**src/design/u8dhc_pkg.sv**
```systemverilog
// UTF-8 decoder package: widths, byte and code point limits, result type, Han ranges.
package u8dhc_pkg;

    // Widths of the stream payloads
    localparam int ByteW     = 8;
    localparam int CpW       = 21;
    localparam int LenW      = 3;
    localparam int InDataW   = 8;
    localparam int OutDataW  = 24;
    localparam int OutUserW  = 2;

    // Lead byte boundaries
    localparam logic [ByteW-1:0] LeadAsciiMax = 8'h7F;
    localparam logic [ByteW-1:0] Lead2Min     = 8'hC2;
    localparam logic [ByteW-1:0] Lead2Max     = 8'hDF;
    localparam logic [ByteW-1:0] Lead3Min     = 8'hE0;
    localparam logic [ByteW-1:0] Lead3Max     = 8'hEF;
    localparam logic [ByteW-1:0] Lead4Min     = 8'hF0;
    localparam logic [ByteW-1:0] Lead4Max     = 8'hF4;
    localparam logic [1:0]       ContTag      = 2'b10;

    // Sequence lengths
    localparam logic [LenW-1:0] Len1 = 3'd1;
    localparam logic [LenW-1:0] Len2 = 3'd2;
    localparam logic [LenW-1:0] Len3 = 3'd3;
    localparam logic [LenW-1:0] Len4 = 3'd4;

    // Scalar value limits
    localparam logic [CpW-1:0] Min3Byte  = 21'h000800;
    localparam logic [CpW-1:0] Min4Byte  = 21'h010000;
    localparam logic [CpW-1:0] SurrLo    = 21'h00D800;
    localparam logic [CpW-1:0] SurrHi    = 21'h00DFFF;
    localparam logic [CpW-1:0] MaxScalar = 21'h10FFFF;

    // One decoded result
    typedef struct packed {
        logic [CpW-1:0]  code_point;
        logic [LenW-1:0] seq_length;
        logic            decode_error;
        logic            is_han;
        logic            text_done;
    } res_t;

    // Han ideograph ranges
    function automatic logic han_range(input logic [CpW-1:0] cp);
        han_range = (cp == 21'h003007) ||
                    (cp >= 21'h003400 && cp <= 21'h004DBF) ||
                    (cp >= 21'h004E00 && cp <= 21'h009FFF) ||
                    (cp >= 21'h00F900 && cp <= 21'h00FAFF) ||
                    (cp >= 21'h020000 && cp <= 21'h0323AF);
    endfunction

endpackage

```
**src/design/u8dhc_decode.sv**
```systemverilog
// Decoder state registers and the per-byte decode and classification logic.
module u8dhc_decode
    import u8dhc_pkg::*;
(
    input  logic             clk,
    input  logic             rst_n,
    input  logic             step,        // a byte is consumed this cycle
    input  logic [ByteW-1:0] byte_value,
    input  logic             end_of_text,
    output logic             res_valid,   // the byte produces a result
    output res_t             res
);

    logic [CpW-1:0]  partial_reg, partial_next;
    logic [1:0]      remain_reg,  remain_next;
    logic [LenW-1:0] exp_len_reg, exp_len_next;

    logic [CpW-1:0]  shifted;
    logic [1:0]      remain_dec;

    // State registers
    always_ff @(posedge clk or negedge rst_n)
    begin
        if (!rst_n)
        begin
            partial_reg <= '0;
            remain_reg  <= '0;
            exp_len_reg <= '0;
        end
        else if (step)
        begin
            partial_reg <= partial_next;
            remain_reg  <= remain_next;
            exp_len_reg <= exp_len_next;
        end
    end

    assign shifted    = {partial_reg[CpW-7:0], byte_value[5:0]};
    assign remain_dec = remain_reg - 2'd1;

    // Next state and result
    always_comb
    begin
        partial_next = '0;
        remain_next  = '0;
        exp_len_next = '0;
        res_valid    = 1'b0;
        res          = '0;
        res.text_done = end_of_text;

        if (remain_reg == 2'd0)
        begin
            // waiting for a lead byte
            if (byte_value <= LeadAsciiMax)
            begin
                res_valid      = 1'b1;
                res.code_point = {{(CpW-ByteW){1'b0}}, byte_value};
                res.seq_length = Len1;
            end
            else if (byte_value >= Lead2Min && byte_value <= Lead2Max)
            begin
                partial_next = {{(CpW-5){1'b0}}, byte_value[4:0]};
                remain_next  = 2'd1;
                exp_len_next = Len2;
            end
            else if (byte_value >= Lead3Min && byte_value <= Lead3Max)
            begin
                partial_next = {{(CpW-4){1'b0}}, byte_value[3:0]};
                remain_next  = 2'd2;
                exp_len_next = Len3;
            end
            else if (byte_value >= Lead4Min && byte_value <= Lead4Max)
            begin
                partial_next = {{(CpW-3){1'b0}}, byte_value[2:0]};
                remain_next  = 2'd3;
                exp_len_next = Len4;
            end
            else
            begin
                res_valid        = 1'b1;
                res.decode_error = 1'b1;
            end

            // text ends right after a multi-byte lead: truncated
            if (!res_valid && end_of_text)
            begin
                partial_next     = '0;
                remain_next      = '0;
                exp_len_next     = '0;
                res_valid        = 1'b1;
                res.decode_error = 1'b1;
            end
        end
        else if (byte_value[7:6] != ContTag)
        begin
            // bad continuation: drop sequence and byte
            res_valid        = 1'b1;
            res.decode_error = 1'b1;
        end
        else if (remain_dec != 2'd0)
        begin
            // more continuation bytes to come
            if (end_of_text)
            begin
                res_valid        = 1'b1;
                res.decode_error = 1'b1;
            end
            else
            begin
                partial_next = shifted;
                remain_next  = remain_dec;
                exp_len_next = exp_len_reg;
            end
        end
        else
        begin
            // last byte: range checks then emit
            res_valid = 1'b1;
            if ((exp_len_reg == Len3 && shifted < Min3Byte) ||
                (exp_len_reg == Len4 && shifted < Min4Byte) ||
                (shifted >= SurrLo && shifted <= SurrHi) ||
                (shifted > MaxScalar))
            begin
                res.decode_error = 1'b1;
            end
            else
            begin
                res.code_point = shifted;
                res.seq_length = exp_len_reg;
                res.is_han     = han_range(shifted);
            end
        end
    end

endmodule

```
**src/design/u8dhc_out_buf.sv**
```systemverilog
// Result register with a skid stage towards the output stream.
module u8dhc_out_buf
    import u8dhc_pkg::*;
(
    input  logic clk,
    input  logic rst_n,
    input  logic push,        // write a result this cycle
    input  res_t push_res,
    output logic room,        // a push is accepted this cycle
    input  logic pop_ready,
    output logic out_valid,
    output res_t out_res
);

    logic out_valid_reg;
    logic skid_valid_reg;
    res_t out_reg;
    res_t skid_reg;
    logic pop;

    assign pop       = out_valid_reg && pop_ready;
    assign room      = !skid_valid_reg;
    assign out_valid = out_valid_reg;
    assign out_res   = out_reg;

    // Valid flags
    always_ff @(posedge clk or negedge rst_n)
    begin
        if (!rst_n)
        begin
            out_valid_reg  <= 1'b0;
            skid_valid_reg <= 1'b0;
        end
        else if (skid_valid_reg)
        begin
            if (pop)
            begin
                skid_valid_reg <= 1'b0;
            end
        end
        else if (!out_valid_reg || pop)
        begin
            out_valid_reg <= push;
        end
        else if (push)
        begin
            skid_valid_reg <= 1'b1;
        end
    end

    // Payload registers
    always_ff @(posedge clk)
    begin
        if (skid_valid_reg)
        begin
            if (pop)
            begin
                out_reg <= skid_reg;
            end
        end
        else if (!out_valid_reg || pop)
        begin
            if (push)
            begin
                out_reg <= push_res;
            end
        end
        else if (push)
        begin
            skid_reg <= push_res;
        end
    end

endmodule

```
**src/design/utf8_decoder_han_classifier_core.sv**
```systemverilog
// Top level of the UTF-8 decoder with Han ideograph classification.
//
// Input stream: one UTF-8 byte per beat on s_tdata[7:0]; s_tlast marks the
// final byte of the text. Output stream: at most one beat per input byte,
// carrying the decoded code point and its byte length on m_tdata, the error
// and Han flags on m_tuser, and m_tlast copied from the byte that closed it.
// Bytes in the middle of a good sequence give no output beat.
//
// A byte is held in the input register while it is decoded, and its
// result is registered in the result register, or in the skid stage
// when the receiver stalls. Throughput is one byte per cycle while the skid
// stage is empty; the decoder state is a single short update per byte.
//
// Reset clears the decoder state, the input register and the output
// buffer, so the block waits for a lead byte. When the receiver stalls the
// result register holds, one further result parks in the skid stage, and
// once the input register also holds a byte s_tready drops until the skid
// stage empties.
module utf8_decoder_han_classifier_core
    import u8dhc_pkg::*;
(
    input  logic                clk,
    input  logic                rst_n,
    input  logic                s_tvalid,
    output logic                s_tready,
    input  logic [InDataW-1:0]  s_tdata,   // [7:0] byte_value
    input  logic                s_tlast,   // end_of_text
    output logic                m_tvalid,
    input  logic                m_tready,
    output logic [OutDataW-1:0] m_tdata,   // [20:0] code_point, [23:21] seq_length
    output logic [OutUserW-1:0] m_tuser,   // [0] decode_error, [1] is_han
    output logic                m_tlast    // text_done
);

    logic             in_valid_reg;
    logic [ByteW-1:0] in_byte_reg;
    logic             in_eot_reg;

    logic step;
    logic room;
    logic res_valid;
    res_t res;
    res_t out_res;

    assign step     = in_valid_reg && room;
    assign s_tready = !in_valid_reg || step;

    // Input register
    always_ff @(posedge clk or negedge rst_n)
    begin
        if (!rst_n)
        begin
            in_valid_reg <= 1'b0;
        end
        else if (s_tready)
        begin
            in_valid_reg <= s_tvalid;
        end
    end

    always_ff @(posedge clk)
    begin
        if (s_tready && s_tvalid)
        begin
            in_byte_reg <= s_tdata[ByteW-1:0];
            in_eot_reg  <= s_tlast;
        end
    end

    // Decode
    u8dhc_decode u_decode (
        .clk         (clk),
        .rst_n       (rst_n),
        .step        (step),
        .byte_value  (in_byte_reg),
        .end_of_text (in_eot_reg),
        .res_valid   (res_valid),
        .res         (res)
    );

    // Output buffer
    u8dhc_out_buf u_out_buf (
        .clk       (clk),
        .rst_n     (rst_n),
        .push      (step && res_valid),
        .push_res  (res),
        .room      (room),
        .pop_ready (m_tready),
        .out_valid (m_tvalid),
        .out_res   (out_res)
    );

    assign m_tdata = {out_res.seq_length, out_res.code_point};
    assign m_tuser = {out_res.is_han, out_res.decode_error};
    assign m_tlast = out_res.text_done;

endmodule

```
**config.mk**
```make
export PLATFORM = sky130hd
export DESIGN_NAME = utf8_decoder_han_classifier_core
export DESIGN_NICKNAME = d
export VERILOG_FILES = /design/src/design/u8dhc_pkg.sv /design/src/design/u8dhc_decode.sv /design/src/design/u8dhc_out_buf.sv /design/src/design/utf8_decoder_han_classifier_core.sv
export SDC_FILE = /design/constraint.sdc
export NUM_CORES = 1
export LEC_CHECK = 0
export BUFFER_PORTS_ARGS = -buffer_cell sky130_fd_sc_hd__buf_2
export CORE_MARGIN = 5
export CORE_UTILIZATION = 45
export DETAILED_ROUTE_END_ITERATION = 8
export PLACE_DENSITY_LB_ADDON = 0.1
export REMOVE_ABC_BUFFERS = 1
export SYNTH_ARGS = -nofsm -noshare
export SYNTH_HDL_FRONTEND = slang
export SYNTH_HIERARCHICAL = 1
export SYNTH_SLANG_ARGS = --single-unit
```
**constraint.sdc**
```tcl
create_clock -name clk -period 4.2 [get_ports clk]
set_input_delay 0.42 -clock clk [delete_from_list [all_inputs] [get_ports clk]]
set_output_delay 0.42 -clock clk [all_outputs]
set_load 0.02 [all_outputs]
```
==> implementation parameters <==
Parameter                              Value

Run status
  Result of the run ... finished clean

Logic synthesis
  Top cells by count, synth ... sky130_fd_sc_hd__edfxtp_1, sky130_fd_sc_hd__mux2_4, sky130_fd_sc_hd__nand2_1, sky130_fd_sc_hd__dfrtp_1, sky130_fd_sc_hd__and3_1
  Number of different library cells in the post-synthesis netlist ... 58
  Dominant cells by area after synthesis ... sky130_fd_sc_hd__edfxtp_1, sky130_fd_sc_hd__dfrtp_1, sky130_fd_sc_hd__mux2_4, sky130_fd_sc_hd__and3_1, sky130_fd_sc_hd__o2bb2ai_1
  Fraction of synthesized cell area taken by the top area cell type ... 46.3%
  Proportion of synthesized flip-flops having asynchronous set or reset ... 26.7%
  Avg Synthesized Cell Area ... 13.4 um^2
  Yosys top cell by area ... sky130_fd_sc_hd__edfxtp_1
  Mapped cell area ... 4090 um^2
  Post-synthesis sequential area ratio ... 60.4%
  YS warnings ... 6
  Post-synth EDFFs ... 63
  Count of state elements after synthesis ... 86
  Dominant cell by count in the synthesized netlist ... sky130_fd_sc_hd__edfxtp_1
  Gate count after technology mapping ... 304
  Top flip-flop cell by instance count after synthesis ... sky130_fd_sc_hd__edfxtp_1

Cells and area
  Share of post-route cells with drive strength above 1 ... 27.9%
  Ant diodes ... 0
  Number of fill cells in the layout ... 778
  Combined flip-flop and latch cell area ... 2470 um^2
  Layout overhead on the synthesized area ... 8.94%
  Number of nets in the layout ... 350
  Area of the multi-input gates ... ~1400 um^2

Worst setup path
  R2R Path Start ... in_byte_reg[5]$_DFFE_PP_
  Crit path launch type ... register
  Capturing element type of the critical path ... register
  Termination of the worst setup path ... u_out_buf/skid_reg[23]$_DFFE_PP_
  Crit path arrival time ... 2890 ps
  Type of the setup path with the least slack ... register to register
  CP Cell Sequence ... or3_1, o31ai_1, a31oi_1, a21oi_1, or2_2, and3_1, and4bb_2
  Crit-path max cell delay ... 750 ps
  Critical path peak fanout ... 27
  Number of stages on the worst setup path ... 7
  Critical path startpoint ... in_byte_reg[5]$_DFFE_PP_
  CP Data Required Time ... 4190 ps
  Crit path buf inv count ... 0
  Crit Reg-Reg Endpoint ... u_out_buf/skid_reg[23]$_DFFE_PP_
  CP max stage cell ... sky130_fd_sc_hd__and4bb_2
  Number of cell instances on the worst register-to-register path ... 7
  Flop-to-flop setup slack ... 1300 ps
  Kind of cell adding the most delay to the critical path ... simple AND/OR/NAND/NOR gates

Global route
  Pin count of the biggest net entering global routing ... 32
  Wire length of the first global-routing pass ... 13.8 mm
  Number of global-route vias before repair ... 2,600
  Overall Global Routing Usage ... between 15 and 20%
  Total overflow reported by the global router ... 0
  Initial antenna violation count ... 0

CTS
  CTS tree ... yes
  Clock transition at the registers of the reported paths ... 80 ps
  Sinks on the clock net ... 86
  Number of resized instances in the post-cts repair step ... 0
  Clock latency on the worst-skew pair ... 360 ps
  Hold-fix buffer count after cts ... 0
  Num CTS Buffers ... 9
  Longest Clk Path Bufs ... 2
  H-tree lvl count ... 3
  Post-CTS Repair Setup Buffers ... 0
  Clock root buffer ... sky130_fd_sc_hd__clkbuf_8

STA
  Final setup fails ... 0
  Final period utilization ... 69.1%
  Final TNS setup ... 0 ps
  Unrepaired setup endpoints after global routing ... false
  Crit path time final ... slightly below 3000 ps
  Max Slew Vio Count ... 0
  Final Hold Slack ... ~46 ps
  Worst Skew ... 10.7 ps
  Worst Tran Pin Value ... between 700 and 800 ps
  Headroom to the max-slew limit ... between 40% and 50%
  Final Hold Violating Endpoints ... 0
  Fmax ... 0.345 GHz

Die
  Overall die area ... 11,100 um^2
  Chip width ... 105 um
  Std-Cell Core Area ... 8810 um^2
  # rows ... 34
  Initial core utilization ... 46.4%
  I/O pin count ... between 40 and 50
  Die H ... between 100 and 150 um

Power and ir drop
  Highest ir drop seen on vdd ... about 130 uV
  Power density of the placed cells ... 321 nW/um^2
  Leakage dissipation ... 1.93 nW

Detailed routing
  Met1 layer wirelength in the final routing ... 3.95 mm
  Iteration-0 DRC Markers ... 200
  Via Count ... 2,636
  Routed Antenna Nets ... 0
  Average wire length per cell after detail routing ... 18.5 um
  Drt drc ... 0
  Met2 wire len ... about 3.6 mm
  Detailed-router iteration count before antenna repair ... 5
  Met3 WL post-DR ... 482 um
  Final routed wirelength across all metal layers ... around 8.3 mm
  Vias/cell ... 5.88
  Highest metal layer with signal wires ... met4

Place
  Count of buffers inserted at the top-level ports ... 41
  Total half-perimeter wirelength after legalization and detailed placement ... between 5 and 6 mm
  Placer congestion estimate ... roughly 0.88

Job
  MaxCap Viol Count ... 0

Min path
  Worst min-delay path category ... input pin to async pin
-- area by class of cell --
class | instances | area share [%]
tap | 108 | 3.04
sequential | 86 | 55.4
multi-input combinational | 185 | 31.9
clock inverter | 4 | 0.534
timing repair buffer | 43 | 4.95
clock buffer | 12 | 3.26
inverter | 10 | 0.843
-- worst register-to-register path: stages, from the launching register on --
cell and delay, ps:
sky130_fd_sc_hd__edfxtp_1 510, sky130_fd_sc_hd__or3_1 440, sky130_fd_sc_hd__o31ai_1 210, sky130_fd_sc_hd__a31oi_1 80
sky130_fd_sc_hd__a21oi_1 150, sky130_fd_sc_hd__or2_2 150, sky130_fd_sc_hd__and3_1 230, sky130_fd_sc_hd__and4bb_2 750
-- where the power goes --
part           total [mW]  leakage (nW)  switching (mW)  internal (mW)
sequential          0.902         0.988               0          0.902
clock               0.515        0.0800           0.286          0.229
combinational      0.0102         0.859         0.00611        0.00410
total                1.43          1.93           0.292           1.14
-- metal layers --
layer  up-vias  GRT usage, %
li1       1205             -
met1      1303          22.1
met2       101          22.5
met3        27          4.40
met4         0          6.19
met5         -             0
-- through the flow --
step / instances / total power, mW / cell area, um^2 / utilization (%) / worst slack [ps]
finish: 448 / 1.43 / 4450 / 50.5 / 1300
global route: 448 / 1.48 / 4450 / 50.5 / 1110
CTS: 448 / 1.44 / 4450 / 50.5 / 1280
detailed placement: 432 / 0.932 / 4280 / 48.6 / 1310
global placement: 432 / 0.932 / 4280 / 48.6 / 1420
floorplan: 281 / 0.922 / 3930 / - / 1540
-- layout by cell type (no fill, tap or decap), types with 9 or more instances in the layout --
cell type / count
sky130_fd_sc_hd__dfrtp_1: 23
sky130_fd_sc_hd__clkbuf_8: 10
sky130_fd_sc_hd__inv_1: 9
sky130_fd_sc_hd__mux2_4: 25
sky130_fd_sc_hd__nor2_1: 12
sky130_fd_sc_hd__and3_1: 17
sky130_fd_sc_hd__buf_2: 41
sky130_fd_sc_hd__o2bb2ai_1: 12
sky130_fd_sc_hd__nand2_1: 25
sky130_fd_sc_hd__edfxtp_1: 63
sky130_fd_sc_hd__o21ai_0: 13
-- logic make-up after synthesis --
kind of cell	after synthesis	share of synthesized area [%]
and+or+nand+nor	90	12.2
DFF	86	60.4
AOI/OAI and AO/OA	64	11.8
buffers and inverters	33	4.81
muxes	28	10.0
adders and majority gates	2	0.612
xor gates and xnor gates	1	0.214
-- worst min-delay path by stage --
stage / from / endpoint / slack (ps) / cells past startpoint
after CTS: rst_n / u_decode/partial_reg[0]$_DFFE_PN0P_ / 60 / 1
after floorplan: rst_n / in_valid_reg$_DFFE_PN0P_ / 120 / 0
final: rst_n / u_decode/partial_reg[0]$_DFFE_PN0P_ / 50 / 1
after detailed placement: rst_n / in_valid_reg$_DFFE_PN0P_ / 450 / 1
after global routing: rst_n / u_decode/partial_reg[0]$_DFFE_PN0P_ / 80 / 1
after global placement: rst_n / in_valid_reg$_DFFE_PN0P_ / 440 / 1
No activity file was read; power rests on OpenSTA's default activity.
